**src/rtl/core/stereo_blob_distance_core_assert.svh**
```systemverilog
// Assertion macros shared by the stereo blob distance RTL.
`ifndef STEREO_BLOB_DISTANCE_CORE_ASSERT_SVH
`define STEREO_BLOB_DISTANCE_CORE_ASSERT_SVH

// Same-cycle implication, disabled while reset is asserted.
`define SBD_ASSERT_IMPL(lbl, clk, rst_n, ante, cons) \
  lbl: assert property (@(posedge clk) disable iff (!(rst_n)) (ante) |-> (cons)) \
    else $error("sbd assertion failed");

// Next-cycle implication, disabled while reset is asserted.
`define SBD_ASSERT_NEXT(lbl, clk, rst_n, ante, cons) \
  lbl: assert property (@(posedge clk) disable iff (!(rst_n)) (ante) |=> (cons)) \
    else $error("sbd assertion failed");

`endif

```
**src/rtl/core/sbd_pkg.sv**
```systemverilog
// Types, constants and tables shared by the stereo blob distance core.
`default_nettype none
package sbd_pkg;

  localparam int unsigned PixXW    = 9;
  localparam int unsigned PixYW    = 8;
  localparam int unsigned RangeW   = 18;
  localparam int unsigned CfgIdxW  = 1;
  localparam int unsigned CfgDataW = 16;

  localparam logic [CfgIdxW-1:0] CfgBaseline   = 1'b0;
  localparam logic [CfgIdxW-1:0] CfgElevOffset = 1'b1;

  localparam logic [RangeW-1:0] RangeMax = 18'h3ffff;

  localparam int unsigned CordicSteps = 16;
  localparam int unsigned Lanes       = 4;
  localparam int unsigned LaneA       = 0;
  localparam int unsigned LaneB       = 1;
  localparam int unsigned LaneC       = 2;
  localparam int unsigned LaneE       = 3;
  localparam int unsigned ZW          = 26;
  localparam int unsigned XW          = 32;

  localparam logic signed [XW-1:0] CordicK  = 32'sd652032874;
  localparam logic signed [ZW-1:0] DegQuart = 26'sd5898240;
  localparam logic signed [ZW-1:0] DegHalf  = 26'sd11796480;

  localparam int unsigned DivSteps  = 26;
  localparam int unsigned NumW      = 47;
  localparam int unsigned DenW      = 31;
  localparam int unsigned SqrtSteps = 28;
  localparam int unsigned SqW       = 56;
  localparam int unsigned CosW      = 18;

  typedef struct packed {
    logic signed [XW-1:0] x;
    logic signed [XW-1:0] y;
    logic signed [ZW-1:0] z;
    logic                 flip;
  } cordic_lane_t;

  typedef cordic_lane_t [Lanes-1:0] cordic_vec_t;

  typedef struct packed {
    logic [NumW-1:0]     rem;
    logic [DenW-1:0]     den;
    logic [DivSteps-1:0] quo;
  } div_data_t;

  typedef struct packed {
    logic                   found;
    logic                   sat;
    logic                   neg;
    logic signed [CosW-1:0] cos16;
    logic signed [XW-1:0]   ce;
  } div_tag_t;

  typedef struct packed {
    logic [SqW-1:0] v;
    logic [SqW-1:0] root;
  } sqrt_data_t;

  typedef struct packed {
    logic                 found;
    logic                 sat;
    logic signed [XW-1:0] ce;
  } sqrt_tag_t;

  function automatic logic signed [ZW-1:0] atan_q16(input int unsigned idx);
    logic signed [ZW-1:0] a;
    unique case (idx)
      0:  a = 26'sd2949120;
      1:  a = 26'sd1740967;
      2:  a = 26'sd919879;
      3:  a = 26'sd466945;
      4:  a = 26'sd234379;
      5:  a = 26'sd117266;
      6:  a = 26'sd58666;
      7:  a = 26'sd29335;
      8:  a = 26'sd14668;
      9:  a = 26'sd7334;
      10: a = 26'sd3667;
      11: a = 26'sd1833;
      12: a = 26'sd917;
      13: a = 26'sd458;
      14: a = 26'sd229;
      15: a = 26'sd115;
      default: a = '0;
    endcase
    return a;
  endfunction

endpackage
`default_nettype wire

```
**src/rtl/core/sbd_sqrt_cell.sv**
```systemverilog
// One digit-by-digit integer square root step.
`default_nettype none
module sbd_sqrt_cell #(
  parameter int unsigned Step = 0,
  parameter int unsigned TagW = 1
) (
  input  logic                clk_i,
  input  logic                rst_ni,
  input  logic                en_i,
  input  logic                valid_i,
  input  logic [TagW-1:0]     tag_i,
  input  sbd_pkg::sqrt_data_t data_i,
  output logic                valid_o,
  output logic [TagW-1:0]     tag_o,
  output sbd_pkg::sqrt_data_t data_o
);
  import sbd_pkg::*;

  localparam logic [SqW-1:0] Bit = {{(SqW-1){1'b0}}, 1'b1} << (2 * Step);

  logic [SqW-1:0]  trial;
  logic            valid_q;
  logic [TagW-1:0] tag_q;
  sqrt_data_t      data_d, data_q;

  assign trial = data_i.root + Bit;

  always_comb begin
    data_d = data_i;
    if (data_i.v >= trial) begin
      data_d.v    = data_i.v - trial;
      data_d.root = (data_i.root >> 1) + Bit;
    end else begin
      data_d.root = data_i.root >> 1;
    end
  end

  always_ff @(posedge clk_i or negedge rst_ni) begin
    if (!rst_ni) begin
      valid_q <= 1'b0;
    end else if (en_i) begin
      valid_q <= valid_i;
    end
  end

  always_ff @(posedge clk_i) begin
    if (en_i) begin
      tag_q  <= tag_i;
      data_q <= data_d;
    end
  end

  assign valid_o = valid_q;
  assign tag_o   = tag_q;
  assign data_o  = data_q;
endmodule
`default_nettype wire

```
**config.mk**
```make
export PLATFORM = sky130hd
export DESIGN_NAME = sbd_sqrt_cell
export DESIGN_NICKNAME = d
export VERILOG_FILES = /design/src/rtl/core/stereo_blob_distance_core_assert.svh /design/src/rtl/core/sbd_pkg.sv /design/src/rtl/core/sbd_sqrt_cell.sv
export SDC_FILE = /design/constraint.sdc
export NUM_CORES = 1
export LEC_CHECK = 0
export BUFFER_PORTS_ARGS = -buffer_cell sky130_fd_sc_hd__buf_2
export CORE_MARGIN = 2
export CORE_UTILIZATION = 40
export DETAILED_ROUTE_END_ITERATION = 10
export GPL_ROUTABILITY_DRIVEN = 1
export GPL_TIMING_DRIVEN = 0
export HOLD_SLACK_MARGIN = 0.12
export PLACE_DENSITY = 0.75
export SLEW_MARGIN = 10
export SYNTH_ARGS = -nofsm -noshare
export SYNTH_HDL_FRONTEND = slang
export SYNTH_SLANG_ARGS = --single-unit
```
**constraint.sdc**
```tcl
create_clock -name clk_i -period 0.8 [get_ports clk_i]
set_input_delay 0.2 -clock clk_i [delete_from_list [all_inputs] [get_ports clk_i]]
set_output_delay 0.2 -clock clk_i [all_outputs]
set_load 0.05 [all_outputs]
```
==> results.sh <==
export IMPL_avgSynthCellArea_sq_um=8.76
export IMPL_crit_type="in2reg"
export IMPL_firstDrtPassIters=8
export IMPL_ir_worst_vdd_mv=1.37
export IMPL_combPwrFrac=0.430
export IMPL_cts_tree="built"
export IMPL_leakage_nw=6.30
export IMPL_synthTopCellsByArea="edfxtp_1 35%, xor2_1 7.4%, ha_1 7.4%"
export IMPL_hpwl_mm=27.1
export IMPL_violations="negative setup slack"
export IMPL_path_delay_family="simple AND/OR/NAND/NOR gates"
export IMPL_wl_per_cell_microns=22.3
export IMPL_clock_sinks=114
export IMPL_path_cells="buf_12 > buf_4 > and4_2 > and3_1 > and3_4 > inv_1 > nor3_2 > nand2_1 > xor2_2 > ha_4 > and2_1 > a22oi_2 > nand4_1 > a31oi_1 > o21ai_1 > or2_0 > clkbuf_8 > o21ai_4 > buf_8 > buf_12 > buf_12 > nor2_2 > xor2_1"
export IMPL_start_util=0.405
export IMPL_crit_top_cell="buf_12"
export IMPL_relSlewSlack=0.253
export IMPL_grt_max_degree=47
export IMPL_ys_ff_latch=114
export IMPL_hold_class="in2reg"
export IMPL_endpoint_kind="flop"
export IMPL_layout_setup_ws_ns=-3.32
export IMPL_synth_area_sq_mm=0.00983
export IMPL_setup_viol=227
export IMPL_power_w=0.0273
export IMPL_cts_root_buf="clkbuf_16"
export IMPL_worstPathMaxFanout=8
export IMPL_outcome="finished with violations"
export IMPL_place_congestion=0.933
export IMPL_track_usage=0.287
export IMPL_finalHoldViolCount=0
export IMPL_placement_io_buffers=221
export IMPL_synth_area_leader_cell="edfxtp_1"
export IMPL_grt_pass1_wl_mm=56.2
export IMPL_routed_via_density=5.87
export IMPL_die_area_sq_mm=0.0258
export IMPL_vias=10600
export IMPL_placed_area_sq_mm=0.0117
export IMPL_yosysWarnings=0
export IMPL_p_switching_w=0.0107
export IMPL_synthArstFlopShare=0.00877
export IMPL_cp_slowest_cell="xor2_2"
export IMPL_drive_gt1_frac=0.452
export IMPL_intPower_w=0.0167
export IMPL_core_area_sq_mm=0.0242
export IMPL_power_share_switching=0.390
export IMPL_clock_skew_ns=0
export IMPL_areaGrowthSynthToFinish_pct=59.9
export IMPL_layout_nets=1641
export IMPL_finalMaxSlewViolations=0
export IMPL_synth_edff_count=113
export IMPL_required_ns=0.97
export IMPL_power_frac_seq=0.284
export IMPL_arrival_ns=4.29
export IMPL_cts_clk_slew_worst_paths_ns=0.07
export IMPL_synth_cell_types=76
export IMPL_ys_flop_type="edfxtp_1"
export IMPL_first_global_vias=9878
export IMPL_place_ws_ns=-4.66
export IMPL_antenna_found_initial=7
export IMPL_fin_area_sq_mm=0.0157
export IMPL_cp_num_buf_inv=7
export IMPL_wirelength_mm=40.3
export IMPL_synth_top_cell_area_share=0.345
export IMPL_die_width_microns=161
export IMPL_die_h_microns=161
export IMPL_max_clock_freq_mhz=243
export IMPL_drc=0
export IMPL_worst_hold_slack_ns=0.0854
export IMPL_io_pins=231
export IMPL_worst_pin_slew_ns=1.12
export IMPL_pwr_density_cell_mw_per_mm2=1740
export IMPL_slowest_delay_ns=0.36
export IMPL_postSynthCellCount=1122
export IMPL_fin_setup_tns_ns=-400.43
export IMPL_rsz0062_at_grt="yes"
export IMPL_synthesis_nets=1298
export IMPL_power_frac_clock=0.286
export IMPL_htreeDepth=4
export IMPL_insertion_delay_ns=0.42
export IMPL_yosysSeqAreaShare=0.348
export IMPL_drt_iter0_markers=1111
export IMPL_period_share=5.14
export IMPL_ff2ff_setup_slack_ns=0.01
export IMPL_cts_buffers=17
export IMPL_rows=57
export IMPL_cts_hold_buffers_added=7
export IMPL_grt_overflow=0
export IMPL_drv_cap=0
export IMPL_cts_max_path_buffers=2
export IMPL_min_period_ns=4.12
export IMPL_startpoint_type="input port"
export IMPL_ant_nets=0
[power groups by stage]
stage / registers [W] / logic, W / clock network [W]
6_report: 0.00777 / 0.0117 / 0.00782
5_1_grt: 0.00782 / 0.0123 / 0.00805
2_1_floorplan: 0.0101 / 0.00378 / 0
3_3_place_gp: 0.00771 / 0.00850 / 0
3_5_place_dp: 0.00769 / 0.00854 / 0
4_1_cts: 0.00775 / 0.0105 / 0.00780
[registers in the layout, summed over array words and instances, names as in the netlist]
name     count
data_o     112
tag_o        1
valid_o      1
[cells in the final DEF (no fill, tap or decap), types with 10 or more instances in the layout]
cell       instances
ha_4              10
ha_1              36
nor2_1            74
o21ai_0           20
nor2_2            23
nor2_4            16
nor3_2            18
a21o_1            31
nand4_1           41
a21oi_2           17
edfxtp_1         113
buf_12            20
xor2_1            73
xnor2_1           63
a21oi_1           78
buf_6            139
nor3_4            11
clkbuf_16         20
o21bai_1          13
and3_1            13
nand2_1          101
o21a_1            10
xor2_2            10
ha_2              12
nand2_2           15
a31oi_1           10
o21ai_2           17
nor3_1            11
inv_1             17
buf_2             95
nand3_1           26
buf_4             92
[final timing paths]
| check | startpoint | end | depth (start not counted) |
|---|---|---|---|
| max in group asynchronous | rst_ni | valid_o$_DFFE_PN0P_ | 3 |
| hold reg to reg | valid_o$_DFFE_PN0P_ | valid_o$_DFFE_PN0P_ | 1 |
| hold / removal | data_i[105] | data_o[105]$_DFFE_PP_ | 3 |
| setup reg to reg | valid_o$_DFFE_PN0P_ | valid_o$_DFFE_PN0P_ | 1 |
| setup / recovery | data_i[11] | data_o[4]$_DFFE_PP_ | 23 |
| min in group asynchronous | rst_ni | valid_o$_DFFE_PN0P_ | 3 |
[metrics by stage]
step / cells / util
floorplan: 1122 / -
global placement: 1667 / 0.480
detailed placement: 1668 / 0.481
CTS: 1757 / 0.592
global route: 1808 / 0.648
finish: 1808 / 0.648
[Yosys cell counts (4+ instances only)]
cell type,n
inv_1,19
clkbuf_1,30
buf_2,20
a31oi_1,15
nor4_1,15
a21oi_1,99
nand4_1,41
a21o_1,31
o221ai_1,4
and4_1,12
o21a_1,10
xnor2_1,73
nand3_1,39
a21boi_0,5
nor3_1,39
o31ai_1,5
nand2b_1,5
and2_1,10
a211oi_1,4
nor2b_1,5
o211ai_1,5
o21ai_0,45
edfxtp_1,113
xor2_1,83
nand2_1,125
ha_1,58
and3_1,18
nor2_1,112
o21bai_1,14
[routing by layer]
layer | track usage | wire (microns) | up-vias
li1 | - | - | 4798
met1 | 0.377 | 15700 | 5072
met2 | 0.465 | 19100 | 619
met3 | 0.0540 | 3870 | 128
met4 | 0.120 | 1650 | 2
met5 | 0 | 16 | -
[logic make-up (layout without fill, tap and decap cells)]
| group | after synthesis | in the layout | synth area share |
|---|---|---|---|
| xor+xnor | 156 | 156 | 0.139 |
| mux | 1 | 1 | 0.00115 |
| flops | 114 | 114 | 0.348 |
| buf+inv | 80 | 436 | 0.0395 |
| simple gates | 453 | 453 | 0.230 |
| compound gates | 259 | 259 | 0.167 |
| fa+ha+maj | 59 | 59 | 0.0759 |
| other cells | 0 | 6 | 0 |
[final cells by class]
class / count / area (sq um)
clock inverters: 15 / 159
clock buffers: 17 / 425
inverters: 19 / 73.8
fillers: 1836 / 8530
repair buffers: 340 / 3120
multi-input cells: 928 / 7570
well taps: 324 / 405
plain buffers: 45 / 522
diodes: 6 / 15.0
flip-flops and latches: 114 / 3420
[timing repair]
| item | in CTS | in global routing |
|---|---|---|
| buffers inserted | 55 | 55 |
| pin swaps | 61 | 102 |
| gates resized for setup | 417 | 239 |
| cloned | 5 | 4 |
| hold endpoints to repair | 24 | 9 |
| setup endpoints to repair | 296 | 227 |
No activity file was read; power rests on OpenSTA's default activity.
