**src/rtl/core/stereo_blob_distance_core_assert.svh**
```systemverilog
// Assertion macros shared by the stereo blob distance RTL.
`ifndef STEREO_BLOB_DISTANCE_CORE_ASSERT_SVH
`define STEREO_BLOB_DISTANCE_CORE_ASSERT_SVH

// Same-cycle implication, disabled while reset is asserted.
`define SBD_ASSERT_IMPL(lbl, clk, rst_n, ante, cons) \
  lbl: assert property (@(posedge clk) disable iff (!(rst_n)) (ante) |-> (cons)) \
    else $error("sbd assertion failed");

// Next-cycle implication, disabled while reset is asserted.
`define SBD_ASSERT_NEXT(lbl, clk, rst_n, ante, cons) \
  lbl: assert property (@(posedge clk) disable iff (!(rst_n)) (ante) |=> (cons)) \
    else $error("sbd assertion failed");

`endif

```
**src/rtl/core/sbd_pkg.sv**
```systemverilog
// Types, constants and tables shared by the stereo blob distance core.
`default_nettype none
package sbd_pkg;

  localparam int unsigned PixXW    = 9;
  localparam int unsigned PixYW    = 8;
  localparam int unsigned RangeW   = 18;
  localparam int unsigned CfgIdxW  = 1;
  localparam int unsigned CfgDataW = 16;

  localparam logic [CfgIdxW-1:0] CfgBaseline   = 1'b0;
  localparam logic [CfgIdxW-1:0] CfgElevOffset = 1'b1;

  localparam logic [RangeW-1:0] RangeMax = 18'h3ffff;

  localparam int unsigned CordicSteps = 16;
  localparam int unsigned Lanes       = 4;
  localparam int unsigned LaneA       = 0;
  localparam int unsigned LaneB       = 1;
  localparam int unsigned LaneC       = 2;
  localparam int unsigned LaneE       = 3;
  localparam int unsigned ZW          = 26;
  localparam int unsigned XW          = 32;

  localparam logic signed [XW-1:0] CordicK  = 32'sd652032874;
  localparam logic signed [ZW-1:0] DegQuart = 26'sd5898240;
  localparam logic signed [ZW-1:0] DegHalf  = 26'sd11796480;

  localparam int unsigned DivSteps  = 26;
  localparam int unsigned NumW      = 47;
  localparam int unsigned DenW      = 31;
  localparam int unsigned SqrtSteps = 28;
  localparam int unsigned SqW       = 56;
  localparam int unsigned CosW      = 18;

  typedef struct packed {
    logic signed [XW-1:0] x;
    logic signed [XW-1:0] y;
    logic signed [ZW-1:0] z;
    logic                 flip;
  } cordic_lane_t;

  typedef cordic_lane_t [Lanes-1:0] cordic_vec_t;

  typedef struct packed {
    logic [NumW-1:0]     rem;
    logic [DenW-1:0]     den;
    logic [DivSteps-1:0] quo;
  } div_data_t;

  typedef struct packed {
    logic                   found;
    logic                   sat;
    logic                   neg;
    logic signed [CosW-1:0] cos16;
    logic signed [XW-1:0]   ce;
  } div_tag_t;

  typedef struct packed {
    logic [SqW-1:0] v;
    logic [SqW-1:0] root;
  } sqrt_data_t;

  typedef struct packed {
    logic                 found;
    logic                 sat;
    logic signed [XW-1:0] ce;
  } sqrt_tag_t;

  function automatic logic signed [ZW-1:0] atan_q16(input int unsigned idx);
    logic signed [ZW-1:0] a;
    unique case (idx)
      0:  a = 26'sd2949120;
      1:  a = 26'sd1740967;
      2:  a = 26'sd919879;
      3:  a = 26'sd466945;
      4:  a = 26'sd234379;
      5:  a = 26'sd117266;
      6:  a = 26'sd58666;
      7:  a = 26'sd29335;
      8:  a = 26'sd14668;
      9:  a = 26'sd7334;
      10: a = 26'sd3667;
      11: a = 26'sd1833;
      12: a = 26'sd917;
      13: a = 26'sd458;
      14: a = 26'sd229;
      15: a = 26'sd115;
      default: a = '0;
    endcase
    return a;
  endfunction

endpackage
`default_nettype wire

```
**src/rtl/core/sbd_div_cell.sv**
```systemverilog
// One restoring division step: settles one quotient bit.
`default_nettype none
module sbd_div_cell #(
  parameter int unsigned Bit  = 0,
  parameter int unsigned TagW = 1
) (
  input  logic               clk_i,
  input  logic               rst_ni,
  input  logic               en_i,
  input  logic               valid_i,
  input  logic [TagW-1:0]    tag_i,
  input  sbd_pkg::div_data_t data_i,
  output logic               valid_o,
  output logic [TagW-1:0]    tag_o,
  output sbd_pkg::div_data_t data_o
);
  import sbd_pkg::*;

  localparam int unsigned WideW = DenW + DivSteps;

  logic [WideW-1:0] dsh, rem_w;
  logic             valid_q;
  logic [TagW-1:0]  tag_q;
  div_data_t        data_d, data_q;

  assign dsh   = WideW'(data_i.den) << Bit;
  assign rem_w = WideW'(data_i.rem);

  always_comb begin
    data_d = data_i;
    if (rem_w >= dsh) begin
      data_d.rem      = data_i.rem - dsh[NumW-1:0];
      data_d.quo[Bit] = 1'b1;
    end
  end

  always_ff @(posedge clk_i or negedge rst_ni) begin
    if (!rst_ni) begin
      valid_q <= 1'b0;
    end else if (en_i) begin
      valid_q <= valid_i;
    end
  end

  always_ff @(posedge clk_i) begin
    if (en_i) begin
      tag_q  <= tag_i;
      data_q <= data_d;
    end
  end

  assign valid_o = valid_q;
  assign tag_o   = tag_q;
  assign data_o  = data_q;
endmodule
`default_nettype wire

```
**config.mk**
```make
export PLATFORM = sky130hd
export DESIGN_NAME = sbd_div_cell
export DESIGN_NICKNAME = d
export VERILOG_FILES = /design/src/rtl/core/stereo_blob_distance_core_assert.svh /design/src/rtl/core/sbd_pkg.sv /design/src/rtl/core/sbd_div_cell.sv
export SDC_FILE = /design/constraint.sdc
export NUM_CORES = 1
export LEC_CHECK = 0
export BUFFER_PORTS_ARGS = -buffer_cell sky130_fd_sc_hd__buf_2
export CORE_MARGIN = 2
export CORE_UTILIZATION = 50
export DETAILED_ROUTE_END_ITERATION = 12
export HOLD_SLACK_MARGIN = 0.05
export PLACE_DENSITY = 0.81
export REMOVE_ABC_BUFFERS = 1
export SLEW_MARGIN = 0
export SYNTH_ARGS = -nofsm -noshare
export SYNTH_HDL_FRONTEND = slang
export SYNTH_SLANG_ARGS = --single-unit
```
**constraint.sdc**
```tcl
create_clock -name clk_i -period 2 [get_ports clk_i]
set_input_delay 0.4 -clock clk_i [delete_from_list [all_inputs] [get_ports clk_i]]
set_output_delay 0.4 -clock clk_i [all_outputs]
set_load 0.05 [all_outputs]
```
==> flow_metrics.tcl, run 1 <==
set metrics [dict create \
    status "finished with violations" \
    failed_checks "setup timing" \
    grt_pass1_vias 5810 \
    max_slew_margin_pct 56.0 \
    r2r_slack_ns 1.26 \
    clock.fmax_mhz 385 \
    worst_slack_ns -0.599 \
    die_y_um 112 \
    coreArea_um2 11400 \
    drtPass1Iterations 7 \
    fin_skew_ns 0 \
    synth_flop_cell "edfxtp_1" \
    critPathLaunchType "input pin" \
    fin_crit_ns 2.60 \
    cts_buffers 9 \
    max-clock-path-buffers 2 \
    drc 0 \
    antenna_found_initial 0 \
    ant_nets 0 \
    synth_top_area_share_pct 54.2 \
    pre_cts_slack_ns -1.37 \
    wl_um 20400 \
    synth_area_leaders "edfxtp_1, ha_1, a21oi_1" \
    ys_types 60 \
    grt_util_all_layers_pct 29.8 \
    ys_seq_elements 106 \
    avgSynthCellArea_um2 11.1 \
    io_pins 215 \
    cp.arrival_ns 2.71 \
    maxCapViolCount 0 \
    finalMaxSlewViolations 0 \
    first_iter_violations 588 \
    hold_viol 0 \
    vias_per_cell 5.70 \
    syn2layout_area_growth_pct 63.0 \
    cp_data_required_time_ns 2.11 \
    r2r-end "valid_o$_DFFE_PN0P_" \
    min_from "data_i[3]" \
    die_x_um 112 \
    yosys_warnings 0 \
    start_util_pct 51.2 \
    yosys-top-cells-count "edfxtp_1, a21oi_1, nor2_1" \
    hpwl_um 13000 \
    end_kind "register" \
    worst_pin_slew_ns 0.653 \
    final_core_util_pct 83.4 \
    async_flop_share_pct 0.943 \
    synth_cells 522 \
    dieArea_um2 12500 \
    holdWs_ns 0.212 \
    gp_congestion 0.895 \
    reg2regPathDepth 1 \
    synth.largest_area_cell "edfxtp_1" \
    crit_fanout 11 \
    r2r_start "valid_o$_DFFE_PN0P_" \
    vdd_drop_max_v 0.000638 \
    fin_crit_sh_pct 130 \
    cts_tree "done" \
    endpoint "data_o[61]$_DFFE_PP_" \
    avgRoutedWirePerCell_um 19.6 \
    worstSkewPairLatency_ns 0.36 \
    synth_area_um2 5820 \
    vias 5937 \
    fin_nets 1034 \
    antenna_cells 0 \
    final_area_um2 9490 \
    io_buffers 214 \
    grt_max_degree 42 \
    clock_sinks 106 \
    hold_path.class "in -> reg" \
    yosysSeqAreaShare_pct 54.6 \
    drive_gt1_share_pct 57.0 \
    critPathKind "in -> reg" \
    dpl_cell_area_um2 8090 \
    synth-edff-count 105 \
    rsz0062_at_grt "yes" \
    p_leak_nw 4.17 \
    grt.overflow.total 0 \
    synth_most_common_cell "edfxtp_1" \
    h-tree-depth 3 \
    ctsRootBufferMaster "clkbuf_16" \
    grt_pass1_wl_um 29300 \
    fp-row-count 39 \
    setup_viol 48 \
    powerDensity_nw_per_um2 765 \
    clk_pin_slew_ns 0.07 \
    cp-startpoint "data_i[30]" \
]
==> critical path, cell delays in order <==
cell and delay (ns):
buf_6 0.10, inv_4 0.05, ha_4 0.20, a21o_1 0.17
a211o_1 0.31, o21ai_2 0.23, a21boi_4 0.09, o31a_1 0.28
or3_4 0.38, buf_12 0.18, mux2_1 0.31
==> state kept, by name, summed over array words and instances (netlist names) <==
register  flops
data_o      104
tag_o         1
valid_o       1
==> routing by layer <==
metal	part of all wire, %	up-vias	global-route usage [%]
met3	8.2	73	6.97
li1	-	2667	-
met4	3.5	0	12.7
met5	0	-	0
met1	38	2835	36.1
met2	50	362	51.3
==> per-stage QoR <==
| stage | total power [mW] | setup TNS, ns | instances |
|---|---|---|---|
| global route | 7.48 | -27.91 | 1041 |
| finish | 7.25 | -25.96 | 1041 |
| detailed placement | 5.12 | -53.08 | 1005 |
| CTS | 7.06 | -23.38 | 1036 |
| floorplan | 4.28 | -56.73 | 506 |
| global placement | 5.08 | -50.88 | 1005 |
==> report_power, final <==
group | total [mW] | internal [mW] | switching (mW)
combinational | 2.62 | 0.928 | 1.69
clock | 1.84 | 0.988 | 0.850
sequential | 2.80 | 2.73 | 0.0667
total | 7.25 | 4.65 | 2.61
==> kinds of logic after synthesis <==
kind of cell / count (synthesis) / share of synthesized area, %
xor+xnor: 43 / 6.47
buf+inv: 58 / 4.04
mux: 8 / 1.53
compound gates: 126 / 13.4
simple gates: 149 / 12.9
fa+ha+maj: 32 / 7.01
flops: 106 / 54.6
==> layout by cell type (no fill, tap or decap), types with 5 or more instances in the layout <==
cell / n
buf_2: 209
buf_4: 142
edfxtp_1: 105
a21oi_1: 40
inv_1: 36
nand2_1: 34
nor2_1: 24
xnor2_1: 22
nor2_4: 18
a21oi_2: 17
xor2_1: 17
ha_4: 15
nand4_1: 14
o21ai_0: 14
ha_1: 14
buf_6: 13
clkbuf_16: 9
a21o_1: 7
nor2_2: 7
nor4_1: 6
o211ai_1: 5
nor3_1: 5
buf_12: 5
==> worst min-delay path by stage <==
| stage | depth (start not counted) | to | slack, ns |
|---|---|---|---|
| CTS | 1 | data_o[10]$_DFFE_PP_ | 0.20 |
| floorplan | 0 | valid_o$_DFFE_PN0P_ | 0.10 |
| global route | 1 | data_o[5]$_DFFE_PP_ | 0.20 |
| finish | 1 | data_o[3]$_DFFE_PP_ | 0.21 |
| global placement | 1 | valid_o$_DFFE_PN0P_ | 0.17 |
| detailed placement | 1 | valid_o$_DFFE_PN0P_ | 0.18 |
==> layout make-up <==
cell class / count / area, um^2
multi-input combinational: 358 / 3160
clock buffer: 10 / 229
timing repair buffer: 376 / 2510
inverter: 42 / 163
tap: 143 / 179
clock inverter: 6 / 73.8
fill: 582 / 1880
sequential: 106 / 3180
==> timing repair <==
| action | CTS | global route |
|---|---|---|
| pin swaps | 34 | 28 |
| hold endpoints to repair | 1 | 0 |
| gates cloned | 5 | 0 |
| gates resized for setup | 107 | 70 |
| hold buffers | 1 | 0 |
| buffers inserted | 9 | 7 |
| setup endpoints to repair | 48 | 48 |
Note: power is estimated with default switching activity, not from simulation.
==> run 2: changes to the inputs <==
- SETUP_SLACK_MARGIN: not set -> 0.5
==> run 2 against run 1 <==
Net effect: highest routed layer unchanged; maximum frequency is 2.1% lower; register-to-register slack hardly changed; the flow still finishes with violations (setup timing); largest power group unchanged; count of clock-buffer cells in the layout stayed put; die area stayed put; critical endpoint is now data_o[103]$_DFFE_PP_; setup slack worse by 0.055 ns; sequential share of layout area is 0.19 points lower.
==> flow_metrics.tcl, run 2 (same netlist as run 1, synthesis figures left out) <==
set metrics [dict create \
    grt_max_degree 42 \
    grt_util_all_layers_pct 29.8 \
    worst_pin_slew_ns 0.663 \
    worstSkewPairLatency_ns 0.36 \
    end_kind "register" \
    finalMaxSlewViolations 0 \
    drc 0 \
    clk_pin_slew_ns 0.07 \
    dp.cells 1005 \
    crit_fanout 4 \
    first_iter_violations 645 \
    largest_register_ffs 104 \
    layout_common_cells "buf_2, buf_4, edfxtp_1" \
    rsz0062_at_grt "yes" \
    hpwl_um 13000 \
    vdd_drop_max_v 0.000615 \
    r2r_start "valid_o$_DFFE_PN0P_" \
    cts_buffers 9 \
    fin_skew_ns 0 \
    die_x_um 112 \
    clock_sinks 106 \
    grt_pass1_wl_um 29300 \
    fin_crit_sh_pct 133 \
    final_cells 1044 \
    endpoint "data_o[103]$_DFFE_PP_" \
    fin_crit_ns 2.65 \
    gp_congestion 0.895 \
    coreArea_um2 11400 \
    met1_usage_pct 36.1 \
    fin_nets 1036 \
    fp-row-count 39 \
    critPathLaunchType "input pin" \
    hold_viol 0 \
    maxCapViolCount 0 \
    fillers 566 \
    hold_path.class "in -> reg" \
    cp.arrival_ns 2.83 \
    drtPass1Iterations 7 \
    setup_tns_ns -25.51 \
    holdWs_ns 0.207 \
    r2r-end "valid_o$_DFFE_PN0P_" \
    r2r_slack_ns 1.26 \
    die_y_um 112 \
    max_slew_margin_pct 55.3 \
    powerDensity_nw_per_um2 760 \
    wl_um 20400 \
    grtUsageMet2_pct 51.3 \
    clock.fmax_mhz 377 \
    status "finished with violations" \
    io_pins 215 \
    busiest_layer "met2" \
    cts_tree "done" \
    grt.overflow.total 0 \
    total_power_mw 7.26 \
    failed_checks "setup timing" \
    setup_viol 48 \
    ant_nets 0 \
    dieArea_um2 12500 \
    final_common_cell "buf_2" \
    syn2layout_area_growth_pct 64.0 \
    ctsRootBufferMaster "clkbuf_16" \
    max-clock-path-buffers 2 \
    avgRoutedWirePerCell_um 19.6 \
    cp_data_required_time_ns 2.18 \
    drive_gt1_share_pct 57.3 \
    io_buffers 214 \
    grt_pass1_vias 5810 \
    h-tree-depth 3 \
    critPathKind "in -> reg" \
    vias 5962 \
    start_util_pct 51.2 \
    final_core_util_pct 83.9 \
    grtUsageMet3_pct 6.97 \
    vias_per_cell 5.71 \
    cp-startpoint "data_i[39]" \
    antenna_found_initial 1 \
    reg2regPathDepth 1 \
    p_leak_nw 4.20 \
    worst_slack_ns -0.654 \
]
[run 2: cell types whose count changed in the layout (fill, tap and decap cells not counted), sizes merged]
cell	previous run	this run
buf	375	376
clkbuf	10	11
diode	0	1
[run 2: metrics by stage]
stage | area [um^2] | setup WS (ns)
global placement | 8090 | -1.22
detailed placement | 8090 | -1.37
global route | 9540 | -0.696
floorplan | 5740 | -1.54
CTS | 9100 | -0.567
finish | 9540 | -0.654
[run 2: final cells by class]
type	instances	area, um^2	area share [%]
clock buffers	10	229	2.40
flip-flops and latches	106	3180	33.3
well taps	143	179	1.88
inverters	42	163	1.70
clock inverters	6	73.8	0.774
multi-input cells	358	3160	33.2
diodes	1	2.50	0.0262
repair buffers	378	2550	26.8
[run 2: worst min-delay path by stage]
stage                           end  cells after the start        from  slack, ns
2_1_floorplan   valid_o$_DFFE_PN0P_                      0      rst_ni       0.10
6_report        data_o[4]$_DFFE_PP_                      1   data_i[4]       0.21
3_3_place_gp    valid_o$_DFFE_PN0P_                      1      rst_ni       0.17
4_1_cts        data_o[10]$_DFFE_PP_                      1  data_i[10]       0.20
3_5_place_dp    valid_o$_DFFE_PN0P_                      1      rst_ni       0.18
5_1_grt         data_o[5]$_DFFE_PP_                      1   data_i[5]       0.20
[run 2: repair_timing]
action,4_1_cts,5_1_grt
endpoints found under the hold margin,1,0
pin swaps,34,29
gates cloned,5,1
gates resized for setup,107,72
setup buffers,9,6
setup endpoints to repair,48,48
hold buffers,1,0
[run 2: worst max-delay path, cell delays in order]
cell and delay, ns:
buf_2 0.11, inv_1 0.10, ha_4 0.23, buf_4 0.15
a21oi_1 0.16, o21ai_0 0.15, a22o_1 0.29, o31ai_4 0.29
a21oi_2 0.11, or2_4 0.28, a311oi_2 0.31, xor2_1 0.26
[run 2: where the power goes]
part / internal [mW] / switching [mW] / total (mW) / leakage, nW
sequential: 2.73 / 0.0650 / 2.80 / 1.04
combinational: 0.934 / 1.69 / 2.63 / 3.02
clock: 0.987 / 0.847 / 1.83 / 0.141
total: 4.65 / 2.60 / 7.26 / 4.20
[run 2: metal layers]
| metal | vias up | part of all wire [%] |
|---|---|---|
| met2 | 375 | 49 |
| met3 | 67 | 9.1 |
| li1 | 2675 | - |
| met5 | - | 0 |
| met1 | 2845 | 38 |
| met4 | 0 | 3.5 |
